<file path="src/rtl/i2csd_pkg.sv">
package i2csd_pkg;

    localparam int DIV_W    = 29;
    localparam int REQ_W    = 24;
    localparam int TGT_W    = 19;
    localparam int RATE_W   = 25;
    localparam int COARSE_W = 2;
    localparam int FINE_W   = 6;

    localparam logic [TGT_W-1:0] CLAMP_HZ    = 19'd384600;
    localparam logic [TGT_W-1:0] LOW_HZ      = 19'd90000;
    localparam logic [TGT_W-1:0] FALLBACK_HZ = 19'd100000;
    localparam logic [DIV_W-1:0] SRC_RESET_HZ = 29'd100000000;

    typedef struct packed {
        logic             start;
        logic [DIV_W-1:0] dividend;
        logic [DIV_W-1:0] divisor;
    } t_div_req;

    typedef struct packed {
        logic             done;
        logic [DIV_W-1:0] quot;
        logic [DIV_W-1:0] rem;
    } t_div_rsp;

    // times 22 as shift and add
    function automatic logic [DIV_W-1:0] mul_prescale(input logic [DIV_W-1:0] x);
        return (x << 4) + (x << 2) + (x << 1);
    endfunction

    // clamp high rates, pull the 90..100 kHz band down to 90 kHz
    function automatic logic [TGT_W-1:0] adjust_target(input logic [REQ_W-1:0] hz);
        logic [TGT_W-1:0] t;
        if (hz > REQ_W'(CLAMP_HZ)) begin
            t = CLAMP_HZ;
        end else begin
            t = hz[TGT_W-1:0];
        end
        if (t <= FALLBACK_HZ && t > LOW_HZ) begin
            t = LOW_HZ;
        end
        return t;
    endfunction

endpackage

</file>
<file path="src/rtl/i2csd_div.sv">
module i2csd_div (
    input  logic                i_clk,
    input  logic                i_rst_n,
    input  i2csd_pkg::t_div_req i_req,
    output i2csd_pkg::t_div_rsp o_rsp
);
    import i2csd_pkg::*;

    localparam int CNT_W = $clog2(DIV_W + 1);

    logic [DIV_W-1:0] r_quot;
    logic [DIV_W-1:0] r_rem;
    logic [DIV_W-1:0] r_den;
    logic [CNT_W-1:0] r_cnt;
    logic             r_busy;
    logic             r_done;

    logic [DIV_W:0]   rem_sh;
    logic [DIV_W:0]   diff;
    logic             q_bit;

    // one restoring step per cycle
    always_comb begin
        rem_sh = {r_rem, r_quot[DIV_W-1]};
        diff   = rem_sh - {1'b0, r_den};
        q_bit  = ~diff[DIV_W];
    end

    always_ff @(posedge i_clk) begin
        if (!i_rst_n) begin
            r_busy <= 1'b0;
            r_done <= 1'b0;
            r_cnt  <= '0;
        end else begin
            r_done <= 1'b0;
            if (i_req.start) begin
                r_busy <= 1'b1;
                r_cnt  <= CNT_W'(DIV_W);
            end else if (r_busy) begin
                r_cnt <= r_cnt - CNT_W'(1);
                if (r_cnt == CNT_W'(1)) begin
                    r_busy <= 1'b0;
                    r_done <= 1'b1;
                end
            end
        end
    end

    always_ff @(posedge i_clk) begin
        if (i_req.start) begin
            r_quot <= i_req.dividend;
            r_rem  <= '0;
            r_den  <= i_req.divisor;
        end else if (r_busy) begin
            r_rem  <= q_bit ? diff[DIV_W-1:0] : rem_sh[DIV_W-1:0];
            r_quot <= {r_quot[DIV_W-2:0], q_bit};
        end
    end

    assign o_rsp = '{done: r_done, quot: r_quot, rem: r_rem};

endmodule

</file>
<file path="src/rtl/i2c_scl_divisor_search.sv">
// a search is set by one shared 29-step restoring divider: each candidate needs one divide
// for its coarse value and, when that fits, one for its rate, with a single pass when the
// target divides the source, plus quotient (nonzero request only), remainder and final
// divides; a refused request is answered without the divider
// throughput: one item at a time, a search holds busy high until the result strobe; no stall on output
// reset: synchronous active-low, returns to idle and reloads the source clock with 100 MHz
module i2c_scl_divisor_search #(
    parameter int FINE_STEPS = 64,
    parameter int COARSE_MAX = 3
) (
    input  logic                              i_clk,
    input  logic                              i_rst_n,
    input  logic                              start,
    output logic                              busy,
    input  logic [i2csd_pkg::REQ_W-1:0]       i_requested_hz,
    input  logic                              i_transfer_active,
    input  logic                              i_cfg_valid,
    output logic                              o_cfg_ready,
    input  logic [i2csd_pkg::DIV_W-1:0]       i_cfg_data,
    output logic                              o_strobe,
    output logic                              o_rejected,
    output logic [i2csd_pkg::COARSE_W-1:0]    o_coarse_divisor,
    output logic [i2csd_pkg::FINE_W-1:0]      o_fine_divisor,
    output logic [i2csd_pkg::RATE_W-1:0]      o_achieved_hz,
    output logic [i2csd_pkg::TGT_W-1:0]       o_best_error_hz
);
    import i2csd_pkg::*;

    // fine counter, coarse value and divisor product widths
    localparam int BW  = $clog2(FINE_STEPS);
    localparam int CW  = $clog2(COARSE_MAX + 1);
    localparam int PW  = CW + BW + 2;
    localparam int BXW = (BW > FINE_W) ? BW : FINE_W;
    localparam int CXW = (CW > COARSE_W) ? CW : COARSE_W;

    // sequencer states
    typedef enum logic [11:0] {
        S_IDLE  = 12'b0000_0000_0001,  // wait for start
        S_QW    = 12'b0000_0000_0010,  // base quotient source / (22 * request)
        S_MOD   = 12'b0000_0000_0100,  // issue source % (22 * target)
        S_MODW  = 12'b0000_0000_1000,  // decide on a second quotient
        S_CINIT = 12'b0000_0001_0000,  // open a quotient pass
        S_A     = 12'b0000_0010_0000,  // issue quotient / (fine + 1)
        S_AW    = 12'b0000_0100_0000,  // derive coarse value
        S_PROD  = 12'b0000_1000_0000,  // (coarse + 1) * (fine + 1)
        S_RDIV  = 12'b0001_0000_0000,  // issue source / (22 * product)
        S_RW    = 12'b0010_0000_0000,  // rate back: score or finish
        S_NEXT  = 12'b0100_0000_0000,  // step the fine divisor
        S_QEND  = 12'b1000_0000_0000   // close a quotient pass
    } t_state;

    t_state              r_state;
    t_state              n_state;

    // configuration
    logic [DIV_W-1:0]    r_src;

    // search context
    logic [REQ_W-1:0]    r_req;
    logic [TGT_W-1:0]    r_tgt;
    logic [RATE_W-1:0]   r_q;
    logic                r_second;
    logic                r_final;
    logic [BW-1:0]       r_b;
    logic [CW-1:0]       r_a;
    logic [PW-1:0]       r_prod;

    // best within the current pass, and overall
    logic [TGT_W-1:0]    r_last;
    logic [CW-1:0]       r_ca;
    logic [BW-1:0]       r_cb;
    logic [TGT_W-1:0]    r_best_err;
    logic [CW-1:0]       r_best_a;
    logic [BW-1:0]       r_best_b;

    // result register
    logic                r_strobe;
    logic                r_rejected;
    logic [COARSE_W-1:0] r_out_coarse;
    logic [FINE_W-1:0]   r_out_fine;
    logic [RATE_W-1:0]   r_out_ach;
    logic [TGT_W-1:0]    r_out_err;

    t_div_req            div_req;
    t_div_rsp            div_rsp;

    logic                accept;
    logic                search;
    logic [DIV_W-1:0]    a_full;
    logic [DIV_W-1:0]    a_m;
    logic                a_fits;
    logic [RATE_W-1:0]   rate;
    logic [RATE_W-1:0]   tgt_x;
    logic [RATE_W-1:0]   err;
    logic                err_better;
    logic [CW-1:0]       f_a;
    logic [BW-1:0]       f_b;
    logic [CW:0]         a_inc;
    logic [BW:0]         b_inc;
    logic [CXW-1:0]      coarse_x;
    logic [BXW-1:0]      fine_x;

    assign busy        = (r_state != S_IDLE);
    // source clock only changes when no request is being taken in the same cycle
    assign o_cfg_ready = (r_state == S_IDLE) && !start;
    assign accept      = start && !busy;
    // a refused request never reaches the divider
    assign search      = accept && !i_transfer_active;

    // coarse value: quotient over fine step, minus one unless already zero
    always_comb begin
        a_full = div_rsp.quot;
        a_m    = (a_full != '0) ? a_full - DIV_W'(1) : '0;
        a_fits = (a_m <= DIV_W'(COARSE_MAX));
    end

    // distance of the candidate rate from the target
    always_comb begin
        rate       = div_rsp.quot[RATE_W-1:0];
        tgt_x      = RATE_W'(r_tgt);
        err        = (rate > tgt_x) ? rate - tgt_x : tgt_x - rate;
        err_better = (RATE_W'(r_last) > err);
    end

    // product operands: the candidate, or the winner on the final divide
    always_comb begin
        f_a   = r_final ? r_best_a : r_a;
        f_b   = r_final ? r_best_b : r_b;
        a_inc = {1'b0, f_a} + 1'b1;
        b_inc = {1'b0, f_b} + 1'b1;
    end

    assign coarse_x = CXW'(r_best_a);
    assign fine_x   = BXW'(r_best_b);

    // requests to the shared divider
    always_comb begin
        div_req.start    = 1'b0;
        div_req.dividend = r_src;
        div_req.divisor  = mul_prescale(DIV_W'(r_tgt));
        unique case (r_state)
            S_IDLE: begin
                div_req.start   = search && (i_requested_hz != '0);
                div_req.divisor = mul_prescale(DIV_W'(i_requested_hz));
            end
            S_MOD: begin
                div_req.start = 1'b1;
            end
            S_A: begin
                div_req.start    = 1'b1;
                div_req.dividend = DIV_W'(r_q);
                div_req.divisor  = DIV_W'(r_b) + DIV_W'(1);
            end
            S_RDIV: begin
                div_req.start   = 1'b1;
                div_req.divisor = mul_prescale(DIV_W'(r_prod));
            end
            default: begin
            end
        endcase
    end

    i2csd_div u_div (
        .i_clk   (i_clk),
        .i_rst_n (i_rst_n),
        .i_req   (div_req),
        .o_rsp   (div_rsp)
    );

    // next state
    always_comb begin
        n_state = r_state;
        unique case (r_state)
            S_IDLE: begin
                if (search) begin
                    n_state = (i_requested_hz == '0) ? S_MOD : S_QW;
                end
            end
            S_QW: begin
                if (div_rsp.done) begin
                    n_state = S_MOD;
                end
            end
            S_MOD:   n_state = S_MODW;
            S_MODW: begin
                if (div_rsp.done) begin
                    n_state = S_CINIT;
                end
            end
            S_CINIT: n_state = S_A;
            S_A:     n_state = S_AW;
            S_AW: begin
                if (div_rsp.done) begin
                    n_state = a_fits ? S_PROD : S_NEXT;
                end
            end
            S_PROD:  n_state = S_RDIV;
            S_RDIV:  n_state = S_RW;
            S_RW: begin
                if (div_rsp.done) begin
                    n_state = r_final ? S_IDLE : S_NEXT;
                end
            end
            S_NEXT: begin
                n_state = (r_b == BW'(FINE_STEPS - 1)) ? S_QEND : S_A;
            end
            S_QEND: begin
                n_state = r_second ? S_CINIT : S_PROD;
            end
            default: n_state = S_IDLE;
        endcase
    end

    // control registers
    always_ff @(posedge i_clk) begin
        if (!i_rst_n) begin
            r_state  <= S_IDLE;
            r_src    <= SRC_RESET_HZ;
            r_strobe <= 1'b0;
            r_second <= 1'b0;
            r_final  <= 1'b0;
            r_b      <= '0;
        end else begin
            r_state  <= n_state;
            r_strobe <= 1'b0;
            if (i_cfg_valid && o_cfg_ready) begin
                r_src <= i_cfg_data;
            end
            unique case (r_state)
                S_IDLE: begin
                    if (accept) begin
                        r_final  <= 1'b0;
                        r_strobe <= i_transfer_active;
                    end
                end
                S_MODW: begin
                    if (div_rsp.done) begin
                        // second pass only when the target does not divide the source
                        r_second <= (div_rsp.rem != '0);
                    end
                end
                S_CINIT: r_b <= '0;
                S_NEXT:  r_b <= r_b + BW'(1);
                S_QEND: begin
                    if (r_second) begin
                        r_second <= 1'b0;
                    end else begin
                        r_final <= 1'b1;
                    end
                end
                S_RW: begin
                    if (div_rsp.done && r_final) begin
                        r_strobe <= 1'b1;
                    end
                end
                default: begin
                end
            endcase
        end
    end

    // datapath registers
    always_ff @(posedge i_clk) begin
        unique case (r_state)
            S_IDLE: begin
                if (accept) begin
                    r_req <= i_requested_hz;
                    r_q   <= '0;
                    // zero request goes straight to the fallback rate
                    r_tgt <= adjust_target(REQ_W'(FALLBACK_HZ));
                    if (i_transfer_active) begin
                        r_rejected   <= 1'b1;
                        r_out_coarse <= '0;
                        r_out_fine   <= '0;
                        r_out_ach    <= '0;
                        r_out_err    <= '0;
                    end
                end
            end
            S_QW: begin
                if (div_rsp.done) begin
                    r_q <= div_rsp.quot[RATE_W-1:0];
                    // unreachable request falls back as well
                    if (div_rsp.quot == '0) begin
                        r_tgt <= adjust_target(REQ_W'(FALLBACK_HZ));
                    end else begin
                        r_tgt <= adjust_target(r_req);
                    end
                end
            end
            S_MODW: begin
                if (div_rsp.done) begin
                    r_best_err <= r_tgt;
                    r_best_a   <= '0;
                    r_best_b   <= '0;
                end
            end
            S_CINIT: begin
                r_last <= r_tgt;
                r_ca   <= '0;
                r_cb   <= '0;
            end
            S_AW: begin
                if (div_rsp.done) begin
                    r_a <= a_m[CW-1:0];
                end
            end
            S_PROD: begin
                r_prod <= PW'(a_inc) * PW'(b_inc);
            end
            S_RW: begin
                if (div_rsp.done) begin
                    if (r_final) begin
                        r_rejected   <= 1'b0;
                        r_out_coarse <= coarse_x[COARSE_W-1:0];
                        r_out_fine   <= fine_x[FINE_W-1:0];
                        r_out_ach    <= rate;
                        r_out_err    <= r_best_err;
                    end else if (err_better) begin
                        // first strictly smaller error wins
                        r_last <= err[TGT_W-1:0];
                        r_ca   <= r_a;
                        r_cb   <= r_b;
                    end
                end
            end
            S_QEND: begin
                if (r_last < r_best_err) begin
                    r_best_err <= r_last;
                    r_best_a   <= r_ca;
                    r_best_b   <= r_cb;
                end
                if (r_second) begin
                    r_q <= r_q + RATE_W'(1);
                end
            end
            default: begin
            end
        endcase
    end

    assign o_strobe         = r_strobe;
    assign o_rejected       = r_rejected;
    assign o_coarse_divisor = r_out_coarse;
    assign o_fine_divisor   = r_out_fine;
    assign o_achieved_hz    = r_out_ach;
    assign o_best_error_hz  = r_out_err;

endmodule

</file>
<file path="config.mk">
export PLATFORM = sky130hd
export DESIGN_NAME = i2c_scl_divisor_search
export DESIGN_NICKNAME = d
export VERILOG_FILES = /design/src/rtl/i2csd_pkg.sv /design/src/rtl/i2csd_div.sv /design/src/rtl/i2c_scl_divisor_search.sv
export SDC_FILE = /design/constraint.sdc
export NUM_CORES = 1
export LEC_CHECK = 0
export BUFFER_PORTS_ARGS = -buffer_cell sky130_fd_sc_hd__buf_4
export CAP_MARGIN = 0
export CORE_UTILIZATION = 55
export DETAILED_ROUTE_END_ITERATION = 8
export GPL_ROUTABILITY_DRIVEN = 0
export PLACE_DENSITY = 0.73
export SYNTH_ARGS = -nofsm -noshare
export SYNTH_HDL_FRONTEND = slang
export SYNTH_SLANG_ARGS = --single-unit
</file>
<file path="constraint.sdc">
create_clock -name i_clk -period 9 [get_ports i_clk]
set_input_delay 1.35 -clock i_clk [delete_from_list [all_inputs] [get_ports i_clk]]
set_output_delay 1.35 -clock i_clk [all_outputs]
set_load 0.03 [all_outputs]
</file>
==> Word level (Yosys, flattened, before mapping) <==
Cells that the tools add are included.
W data, S select, Z words.
{ "totals": {"in_bits": 58, "output_inout_bits": 56, "regBits": 331, "wordCells": 215} }
{ "op_classes": {"magnitude_cmp": 7, "add_sub_neg": 16, "n_bitwise": 3, "muxes": 95, "n_mul": 1, "n_reduce_logical": 36, "eq_ne": 28} }
{ "op_table": {"columns": ["operator", "n"], "rows": [
  ["$mux W19", 17],
  ["$mux W25", 8],
  ["$pmux W19 S2", 4],
  ["$mux W29", 5],
  ["$pmux W12 S12", 1],
  ["$pmux W29 S3", 1],
  ["$pmux W25 S3", 1],
  ["$mux W12", 6],
  ["$mux W6", 10],
  ["$reduce_bool A29 Y1", 2],
  ["$pmux W25 S2", 1],
  ["$pmux W6 S2", 4],
  ["$sub A30 B29 Y30", 1],
  ["$add A28 B26 Y29", 1],
  ["$add A29 B25 Y29", 1],
  ["$le A29 B2 Y1 const B", 1],
  ["$logic_not A29 Y1", 1],
  ["$sub A29 B1 Y29 const B", 1],
  ["$add A24 B20 Y25", 1],
  ["$add A25 B1 Y25 const B", 1],
  ["$gt A19 B25 Y1", 1],
  ["$gt A25 B19 Y1", 1],
  ["$sub A19 B25 Y25", 1],
  ["$sub A25 B19 Y25", 1],
  ["50 further kinds", 114]
]} }

==> Longest topological paths before layout <==
Gate-level depths: netlist of run 1.
{ "depth": {"word_depth": 11, "ltp_mapped": 23, "mapped_depth_nobuf": 22} }

==> By module <==
From an unflattened synthesis of run 1, not the netlist that was laid out.
{ "unflattened": {"hier_cells": 2441, "hier_area_um2": 23251.0} }
{ "by_module_without_submodules": {"columns": ["module", "instances", "cells_each", "seq_area_each_um2", "area_per_inst_um2"], "rows": [
  ["i2c_scl_divisor_search", 1, 1935, 6616.3, 17929.7],
  ["i2csd_div", 1, 506, 2462.4, 5321.4]
]} }

==> Least setup slack after synthesis of run 1 <==
OpenSTA, ideal clock, no wires.
{ "synth_timing": {"path_kind": "reg2reg", "start": "register r_tgt[5]", "end": "register r_ca[0], enable pin", "path_stages_with_launch": 22, "slack_ns": 1.966, "required_ns": 8.513, "arrival_ns": 6.547, "synth_period_minus_slack_ns": 7.034, "n_path_buf": 3, "setup_ns": 0.487, "cell_sequence": "edfxtp_1 inv_1 ha_1 clkbuf_1 nand4_1 nor4_1 a31oi_1 a21boi_1 buf_2 buf_4 a21oi_1 a21oi_1 xor2_1 ha_1 o21ai_0 nand2b_1 a21oi_1 nor4b_1 nand2_1 a31oi_1 o2111ai_1 o41ai_1"} }
{ "synth_via": {"elab_chain_len": 5, "word_cells_on_any_way": 7, "classes_between": "add/sub: 2; order compare: 2; eq/ne: 1; mux: 1; reduce/logical: 1"} }
{ "synth_rtl": {"columns": ["item", "line", "text"], "rows": [
  ["start, declared", "i2c_scl_divisor_search.sv:60", "logic [TGT_W-1:0] r_tgt;"],
  ["start signal, assigned", "i2c_scl_divisor_search.sv:270", "r_tgt <= adjust_target(REQ_W'(FALLBACK_HZ));"],
  ["start signal, assigned", "i2c_scl_divisor_search.sv:285", "r_tgt <= adjust_target(REQ_W'(FALLBACK_HZ));"],
  ["start signal, assigned", "i2c_scl_divisor_search.sv:287", "r_tgt <= adjust_target(r_req);"],
  ["$sub A19 B25 Y25, or another cell as far along", "i2c_scl_divisor_search.sv:121", "err = (rate > tgt_x) ? rate - tgt_x : tgt_x - rate;"],
  ["$mux W25 (*)", "i2c_scl_divisor_search.sv:121", null],
  ["$gt A19 B25 Y1 (*)", "i2c_scl_divisor_search.sv:122", "err_better = (RATE_W'(r_last) > err);"],
  ["$ne A2 B2 Y1 (no source line) (*)", null, null],
  ["$reduce_and A4 Y1 (no source line) (*)", null, null],
  ["end signal, assigned", "i2c_scl_divisor_search.sv:322", "r_ca <= r_a;"],
  ["end, declared", "i2c_scl_divisor_search.sv:70", "logic [CW-1:0] r_ca;"]
]} }
Every way passes the cells marked *; elsewhere a longest branch is shown, timed or not.
A chain may end at the register's enable or synchronous reset.

==> Worst setup path in the final report of run 1 <==
{ "layout_timing": {"start": "register r_tgt[14]", "end": "register r_last[16], enable pin"} }
{ "layout_via": {"elab_chain_len": 5, "word_cells_on_any_way": 7, "classes_between": "add/sub: 2; order compare: 2; eq/ne: 1; mux: 1; reduce/logical: 1"} }
{ "layout_rtl": {"columns": ["item", "line", "text"], "rows": [
  ["$sub A19 B25 Y25, or another cell as far along", "i2c_scl_divisor_search.sv:121", null],
  ["$mux W25 (*)", "i2c_scl_divisor_search.sv:121", null],
  ["$gt A19 B25 Y1 (*)", "i2c_scl_divisor_search.sv:122", null],
  ["$ne A2 B2 Y1 (no source line) (*)", null, null],
  ["$reduce_and A4 Y1 (no source line) (*)", null, null],
  ["end signal, assigned", "i2c_scl_divisor_search.sv:299", "r_last <= r_tgt;"],
  ["end signal, assigned", "i2c_scl_divisor_search.sv:321", "r_last <= err[TGT_W-1:0];"],
  ["end, declared", "i2c_scl_divisor_search.sv:69", "logic [TGT_W-1:0] r_last;"]
]} }
Marks and branches as above.

==> out/results.txt, run 1 <==
#FFs+latches synth = 331
Drt wl/cell = 20.8 µm
Place WS = 3.15 ns
PortBufs = 113
Initial antenna violation count = 1
Worst min path class = flop to flop
Die area = 42,500 µm²
First-pass GRT wire length = 99,600 µm
Minimum clock period = 6.06 ns
Final setup violation count = 0
DR pass1 iterations = 8
Core area = 40,900 µm²
Total Nets Final = 2,797
RSZ-0062 raised after global routing = no
Vias in the first global route = 18,300
Vias post-DR = 19,200
Post-CTS sizing = 0
Pwr/cell area = 221 nW/µm²
Final wirelength = 63,700 µm
Post-route ant nets = 0
Slew @ Worst Pin = 0.985 ns
Syn Inst Count = 2,430
Clk slew on worst S/H paths = 0.06 ns
Max-slew violations = 0
Residual DRC count = 0
Power Total = 5.65 mW
CP Capture Type = flop
WP data required = 9.25 ns
Count of cell types in the netlist = 85
Post-synth ARST share = 0%
CTS H-Tree Depth = 2
Endpoints failing hold = 0
Status = completed
F_max = 0.165 GHz
Area Overhead vs Synth = 11.9%
Final non-filler cell total = 3,063
Setup slack after layout = 2.94 ns
Post-DP HPWL = 48,300 µm
Row cnt = 74
Clk sinks = 331
Max Cap Viol = 0
Tot GR Track Use = 30.2%
# diodes = 0
Synth warn = 0
Critical path type = flop to flop
Overall die width = 206 µm
Num ports = 114
Leak = 10.6 nW
Arrival @ worst endpoint = 6.31 ns
Root buf cell = clkbuf_16
Total setup buffers inserted after CTS = 0
Worst hold margin = 0.465 ns
Dpl cells = 2,991
Fin crit share = 67.3%
Sequential share of the synthesized area = 39.6%
Synthesized Nets = 2,727
Syn Std Cell Area = 22,900 µm²
Share of cells above drive strength 1 = 9.36%
Setup TNS = 0 ns
CTS tree = built
Via density = 6.26
Number of flops mapped to enable cells by yosys = 245
Overflow after GRT = 0
Crit start category = flop
Synthesized area per cell = 9.43 µm²
Dominant synthesized flop cell = edfxtp_1
Pin count of the biggest net entering global routing = 80
Worst Skew = 0.0276 ns
Worst skew pair latency = 0.58 ns
CTS Buf Count = 39
Worst-path fanout max = 28
Rel. slew slack = 34.2%
VDD IR-drop max = 0.133 mV
CTS Buffer Depth = 3
Initial Util = 56.0%
CTS Hold Bufs = 0
Die Span Y = 206 µm
Initial DRC Count = 2,104
through the flow:
step	cell area, µm²	util [%]
2_1_floorplan	22900	-
3_3_place_gp	24200	59.2
3_5_place_dp	24200	59.2
4_1_cts	25600	62.7
5_1_grt	25600	62.7
6_report	25600	62.7
cells in the final DEF (no fill, tap or decap), drive strengths merged, types with 8 or more instances in the layout:
master   synthesis  layout
nor3            34      34
o21a            28      28
nor2b           27      27
a31oi           40      40
inv            156     160
a21o            63      63
edfxtp         245     245
dfxtp           86      86
nor2           202     202
nand2b          21      21
a2111oi          8       8
mux2i           37      37
and2            52      52
o22ai           35      35
nand2          280     280
nand3           76      76
o21ai          127     127
nor3b           11      11
ha             183     183
nand4           18      18
xnor2           71      71
a21oi          139     139
nor4b            9       9
o211ai          14      14
fa              56      56
a211oi          27      27
clkinv           0       9
buf             22     133
clkbuf          82      45
o2111ai         12      12
or2             12      12
o21bai          11      11
xor2            58      58
nor4            27      27
and3            31      31
a21boi          27      27
flip-flops by register name (all words and copies together), names as in the netlist, 24 cells and up:
register / count
u_div.r_quot: 29
r_q: 25
r_req: 24
r_src: 29
u_div.r_rem: 29
u_div.r_den: 29
o_achieved_hz: 25
logic make-up after synthesis:
family	synth area share, %
buffers and inverters	4.42
AOI/OAI and AO/OA	17.2
and+or+nand+nor	17.2
DFF	39.6
xor gates and xnor gates	4.93
muxes	1.81
adders and majority gates	14.9
worst paths after layout:
path,start,to,slack (ns),depth (start not counted)
hold reg to reg,r_src[4],r_src[4],0.47,2
setup reg to reg,r_tgt[14],r_last[16],2.94,21
setup / recovery,r_tgt[14],r_last[16],2.94,21
hold / removal,r_src[4],r_src[4],0.47,2
cell type report:
class                      count  area (µm²)
clock buffer                  45        1050
clock inverter                27         380
fill                        3346       15300
inverter                     156         586
multi-input combinational   1839       12900
sequential                   331        9080
tap                          532         666
timing repair buffer         133         998
worst max-delay path, stage by stage (launching register included):
cell,delay [ns]
edfxtp_1,0.58
inv_1,0.11
ha_1,0.52
nand4_1,0.21
or2_1,0.32
o31a_1,0.32
a21boi_2,0.33
buf_4,0.42
mux2i_1,0.31
o21ai_1,0.16
xnor2_1,0.25
ha_1,0.30
nand3_1,0.12
nor2_1,0.08
nand2_1,0.07
nor4_1,0.05
nor4b_1,0.24
nand2_1,0.10
a31oi_1,0.31
o2111ai_1,0.19
o41ai_2,0.38
buf_4,0.33
metal layers:
layer	up-vias	wire (µm)	part of all wire (%)	global-route usage (%)
li1	8906	-	-	-
met2	1020	28000	44	46.2
met1	9069	27300	43	41.9
met5	-	17	0.027	0
met4	2	2420	3.8	11.8
met3	178	6000	9.4	6.12
synthesized netlist by cell type, types with 28 or more instances:
library cell / n / share of area [%]
clkbuf_1: 82 / 1.3
nand3_1: 76 / 1.7
nor3_1: 34 / 0.74
a21oi_1: 138 / 3.0
and3_1: 31 / 0.85
a31oi_1: 40 / 1.1
nor2_1: 202 / 3.3
nand2_1: 280 / 4.6
mux2i_1: 37 / 1.6
xor2_1: 58 / 2.2
o21ai_0: 113 / 2.5
o21a_1: 28 / 0.92
a21o_1: 63 / 2.1
ha_1: 183 / 10
inv_1: 154 / 2.5
dfxtp_1: 86 / 7.5
edfxtp_1: 245 / 32
and2_1: 52 / 1.4
fa_1: 56 / 4.9
xnor2_1: 71 / 2.7
o22ai_1: 35 / 0.96
power breakdown:
group	total, mW	internal [mW]	switching (mW)
Clock	1.74	1.06	0.682
Sequential	1.99	1.82	0.168
Combinational	1.93	0.771	1.16
(Power assumes the default switching activity.)
==> inputs of run 2 (changes only) <==
--- a/config.mk
+++ b/config.mk
@@ -10,7 +10,7 @@
 export CORE_UTILIZATION = 55
 export DETAILED_ROUTE_END_ITERATION = 8
 export GPL_ROUTABILITY_DRIVEN = 0
-export PLACE_DENSITY = 0.73
+export PLACE_DENSITY = 0.76
 export SYNTH_ARGS = -nofsm -noshare
 export SYNTH_HDL_FRONTEND = slang
 export SYNTH_SLANG_ARGS = --single-unit
==> constraint.sdc (replaced) <==
create_clock -name i_clk -period 4.9 [get_ports i_clk]
set_input_delay 0.735 -clock i_clk [delete_from_list [all_inputs] [get_ports i_clk]]
set_output_delay 0.735 -clock i_clk [all_outputs]
set_load 0.03 [all_outputs]
==> out/results.txt, run 2 (synthesis gave the netlist of run 1 again) <==
Status = finished with violations (was completed)
Failing checks = negative setup slack
Endpoints failing hold = 0 (unchanged)
Via density = 6.26 (about the same)
Critical path type = flop to flop (unchanged)
CP top delay family = compound AO/OA/AOI/OAI gates (unchanged)
Reg2Reg Setup Slack = -0.16 ns (was 2.94 ns)
Residual DRC count = 0 (unchanged)
Post-DP HPWL = 49,800 µm (was 48,300 µm)
Commonest non-fill, non-tap cells in the layout = nand2_1, edfxtp_1, buf_4 (was nand2_1, edfxtp_1, nor2_1)
Overflow after GRT = 0 (unchanged)
Initial antenna violation count = 0 (was 1)
Initial DRC Count = 2,219 (was 2,104)
Leak = 11.0 nW (was 10.6 nW)
Initial Util = 56.0% (unchanged)
Pin count of the biggest net entering global routing = 80 (unchanged)
Pwr/cell area = 391 nW/µm² (was 221 nW/µm²)
Worst skew pair latency = 0.59 ns (was 0.58 ns)
Power Total = 10.4 mW (was 5.65 mW)
Die area = 42,500 µm² (unchanged)
Setup TNS = -3.89 ns (was 0 ns)
Setup crit start = u_div.r_quot[15] (was r_tgt[14])
Core area = 40,900 µm² (unchanged)
Worst-path fanout max = 6 (was 28)
Clk slew on worst S/H paths = 0.06 ns (about the same)
Worst r2r src = u_div.r_quot[15] (was r_tgt[14])
Setup slack after layout = -0.156 ns (was 2.94 ns)
VDD IR-drop max = 0.280 mV (was 0.133 mV)
Die Span Y = 206 µm (unchanged)
RSZ-0062 raised after global routing = yes (was no)
CP max-delay cell = edfxtp_1 (unchanged)
CTS Hold Bufs = 0 (unchanged)
CP Capture Type = flop (unchanged)
Max Cap Viol = 0 (unchanged)
Slew @ Worst Pin = 1.09 ns (was 0.985 ns)
Tot GR Track Use = 31.2% (was 30.2%)
Worst Skew = 0.0256 ns (was 0.0276 ns)
Share of cells above drive strength 1 = 13.7% (was 9.36%)
Post-route ant nets = 0 (unchanged)
DR pass1 iterations = 6 (was 8)
Total Nets Final = 2,892 (was 2,797)
Vias post-DR = 19,800 (was 19,200)
Minimum clock period = 5.06 ns (was 6.06 ns)
Num ports = 114 (unchanged)
R2R depth = 22 (was 21)
Commonest non-fill, non-tap cell in the layout = nand2_1 (unchanged)
Area Overhead vs Synth = 15.6% (was 11.9%)
Final setup violation count = 27 (was 0)
Buffers & Inverters on Critical Path = 3 (unchanged)
Fin crit share = 103% (was 67.3%)
Drt wl/cell = 20.9 µm (was 20.8 µm)
Root buf cell = clkbuf_16 (unchanged)
WP data required = 5.19 ns (was 9.25 ns)
Worst setup path endpoint = r_last[3] (was r_last[16])
Critical Path Stages = 22 (was 21)
CTS Buffer Depth = 3 (unchanged)
Rel. slew slack = 27.4% (was 34.2%)
CTS tree = built (unchanged)
PortBufs = 113 (unchanged)
Hold path startpoint = i_cfg_data[23] (was r_src[4])
Arrival @ worst endpoint = 5.34 ns (was 6.31 ns)
Vias in the first global route = 18,900 (was 18,300)
CTS Buf Count = 39 (unchanged)
Biggest cell delay along the critical path = 0.41 ns (was 0.58 ns)
Worst min path class = input port to flop (was flop to flop)
F_max = 0.198 GHz (was 0.165 GHz)
RR Endpoint = r_last[3] (was r_last[16])
First-pass GRT wire length = 103,000 µm (was 99,600 µm)
Crit start category = flop (unchanged)
Clk sinks = 331 (unchanged)
Max-slew violations = 0 (unchanged)
Worst path most repeated cell = nand2_1
Final wirelength = 66,100 µm (was 63,700 µm)
Cell chain of the critical path = ha_1 -> buf_4 -> nand2_1 -> o21ai_1 -> a211oi_2 -> a311o_1 -> a21oi_1 -> or2_1 -> o21ai_1 -> xnor2_1 -> ha_1 -> nand3_1 -> nor2_1 -> nand2_1 -> nor4_1 -> nor4b_2 -> nand2_1 -> a31oi_4 -> o2111ai_2 -> o41ai_4 -> buf_4 -> clkbuf_16 (was inv_1 -> ha_1 -> nand4_1 -> or2_1 -> o31a_1 -> a21boi_2 -> buf_4 -> mux2i_1 -> o21ai_1 -> xnor2_1 -> ha_1 -> nand3_1 -> nor2_1 -> nand2_1 -> nor4_1 -> nor4b_1 -> nand2_1 -> a31oi_1 -> o2111ai_1 -> o41ai_2 -> buf_4)
Row cnt = 74 (unchanged)
CTS H-Tree Depth = 2 (unchanged)
Overall die width = 206 µm (unchanged)
# diodes = 0 (unchanged)
## run 2: cell count changes in the layout (fill, tap and decap cells not counted), sizes merged
| cell | previous run | this run |
|---|---|---|
| bufinv | 7 | 4 |
| inv | 160 | 158 |
| clkbuf | 45 | 52 |
| buf | 133 | 227 |
| clkinvlp | 7 | 2 |
| clkinv | 9 | 13 |
## run 2: where the power goes
group          total (mW)  internal [mW]  switching (mW)
sequential           3.60           3.34           0.257
clock                2.98           1.76            1.22
combinational        3.78           1.55            2.23
## run 2: final cells by class
type	count	area, µm²
Clock buffer	51	1060
Clock inverter	21	256
Fill cell	3263	14400
Inverter	156	589
Multi-Input combinational cell	1839	13100
Sequential cell	331	9080
Tap cell	532	666
Timing Repair Buffer	228	1770
## run 2: worst reg2reg max path, delay by kind of cell (launching register included)
family                     cells  cell delay (ns)
buffers and inverters          3             0.55
xor gates and xnor gates       1             0.19
DFF                            1             0.41
adders and majority gates      2             0.63
AOI/OAI and AO/OA              8             1.94
and+or+nand+nor                8             1.05
## run 2: metal layers
| layer | wire length (µm) | share of wire (%) | track usage (%) |
|---|---|---|---|
| met2 | 28600 | 43 | 46.3 |
| met1 | 26800 | 41 | 42.7 |
| met3 | 7280 | 11 | 7.30 |
| met5 | 0 | 0 | 0 |
| met4 | 3370 | 5.1 | 15.6 |
## run 2: what timing repair did
item | in CTS | in global routing
gates cloned | 0 | 2
pin swaps | 1 | 13
buffers inserted | 2 | 11
setup endpoints to repair | 27 | 27
resized for setup | 1 | 27
## run 2: worst min-delay path by stage
stage | endpoint | depth (start not counted)
detailed placement | r_src[1] | 2
global route | r_src[23] | 3
CTS | r_src[26] | 3
finish | r_src[23] | 3
floorplan | r_src[26] | 2
global placement | r_src[6] | 2
## run 2: through the flow
stage	std cells	utilization (%)	hold WS [ns]	worst slack [ns]	instance area, µm²
2_1_floorplan	2430	-	0.440	0.0000164	23100
3_3_place_gp	3071	60.9	0.452	0.0291	24900
3_5_place_dp	3071	60.9	0.459	-0.0630	24900
4_1_cts	3145	64.2	0.341	0.0206	26300
5_1_grt	3158	64.7	0.370	-0.261	26500
6_report	3158	64.7	0.358	-0.156	26500
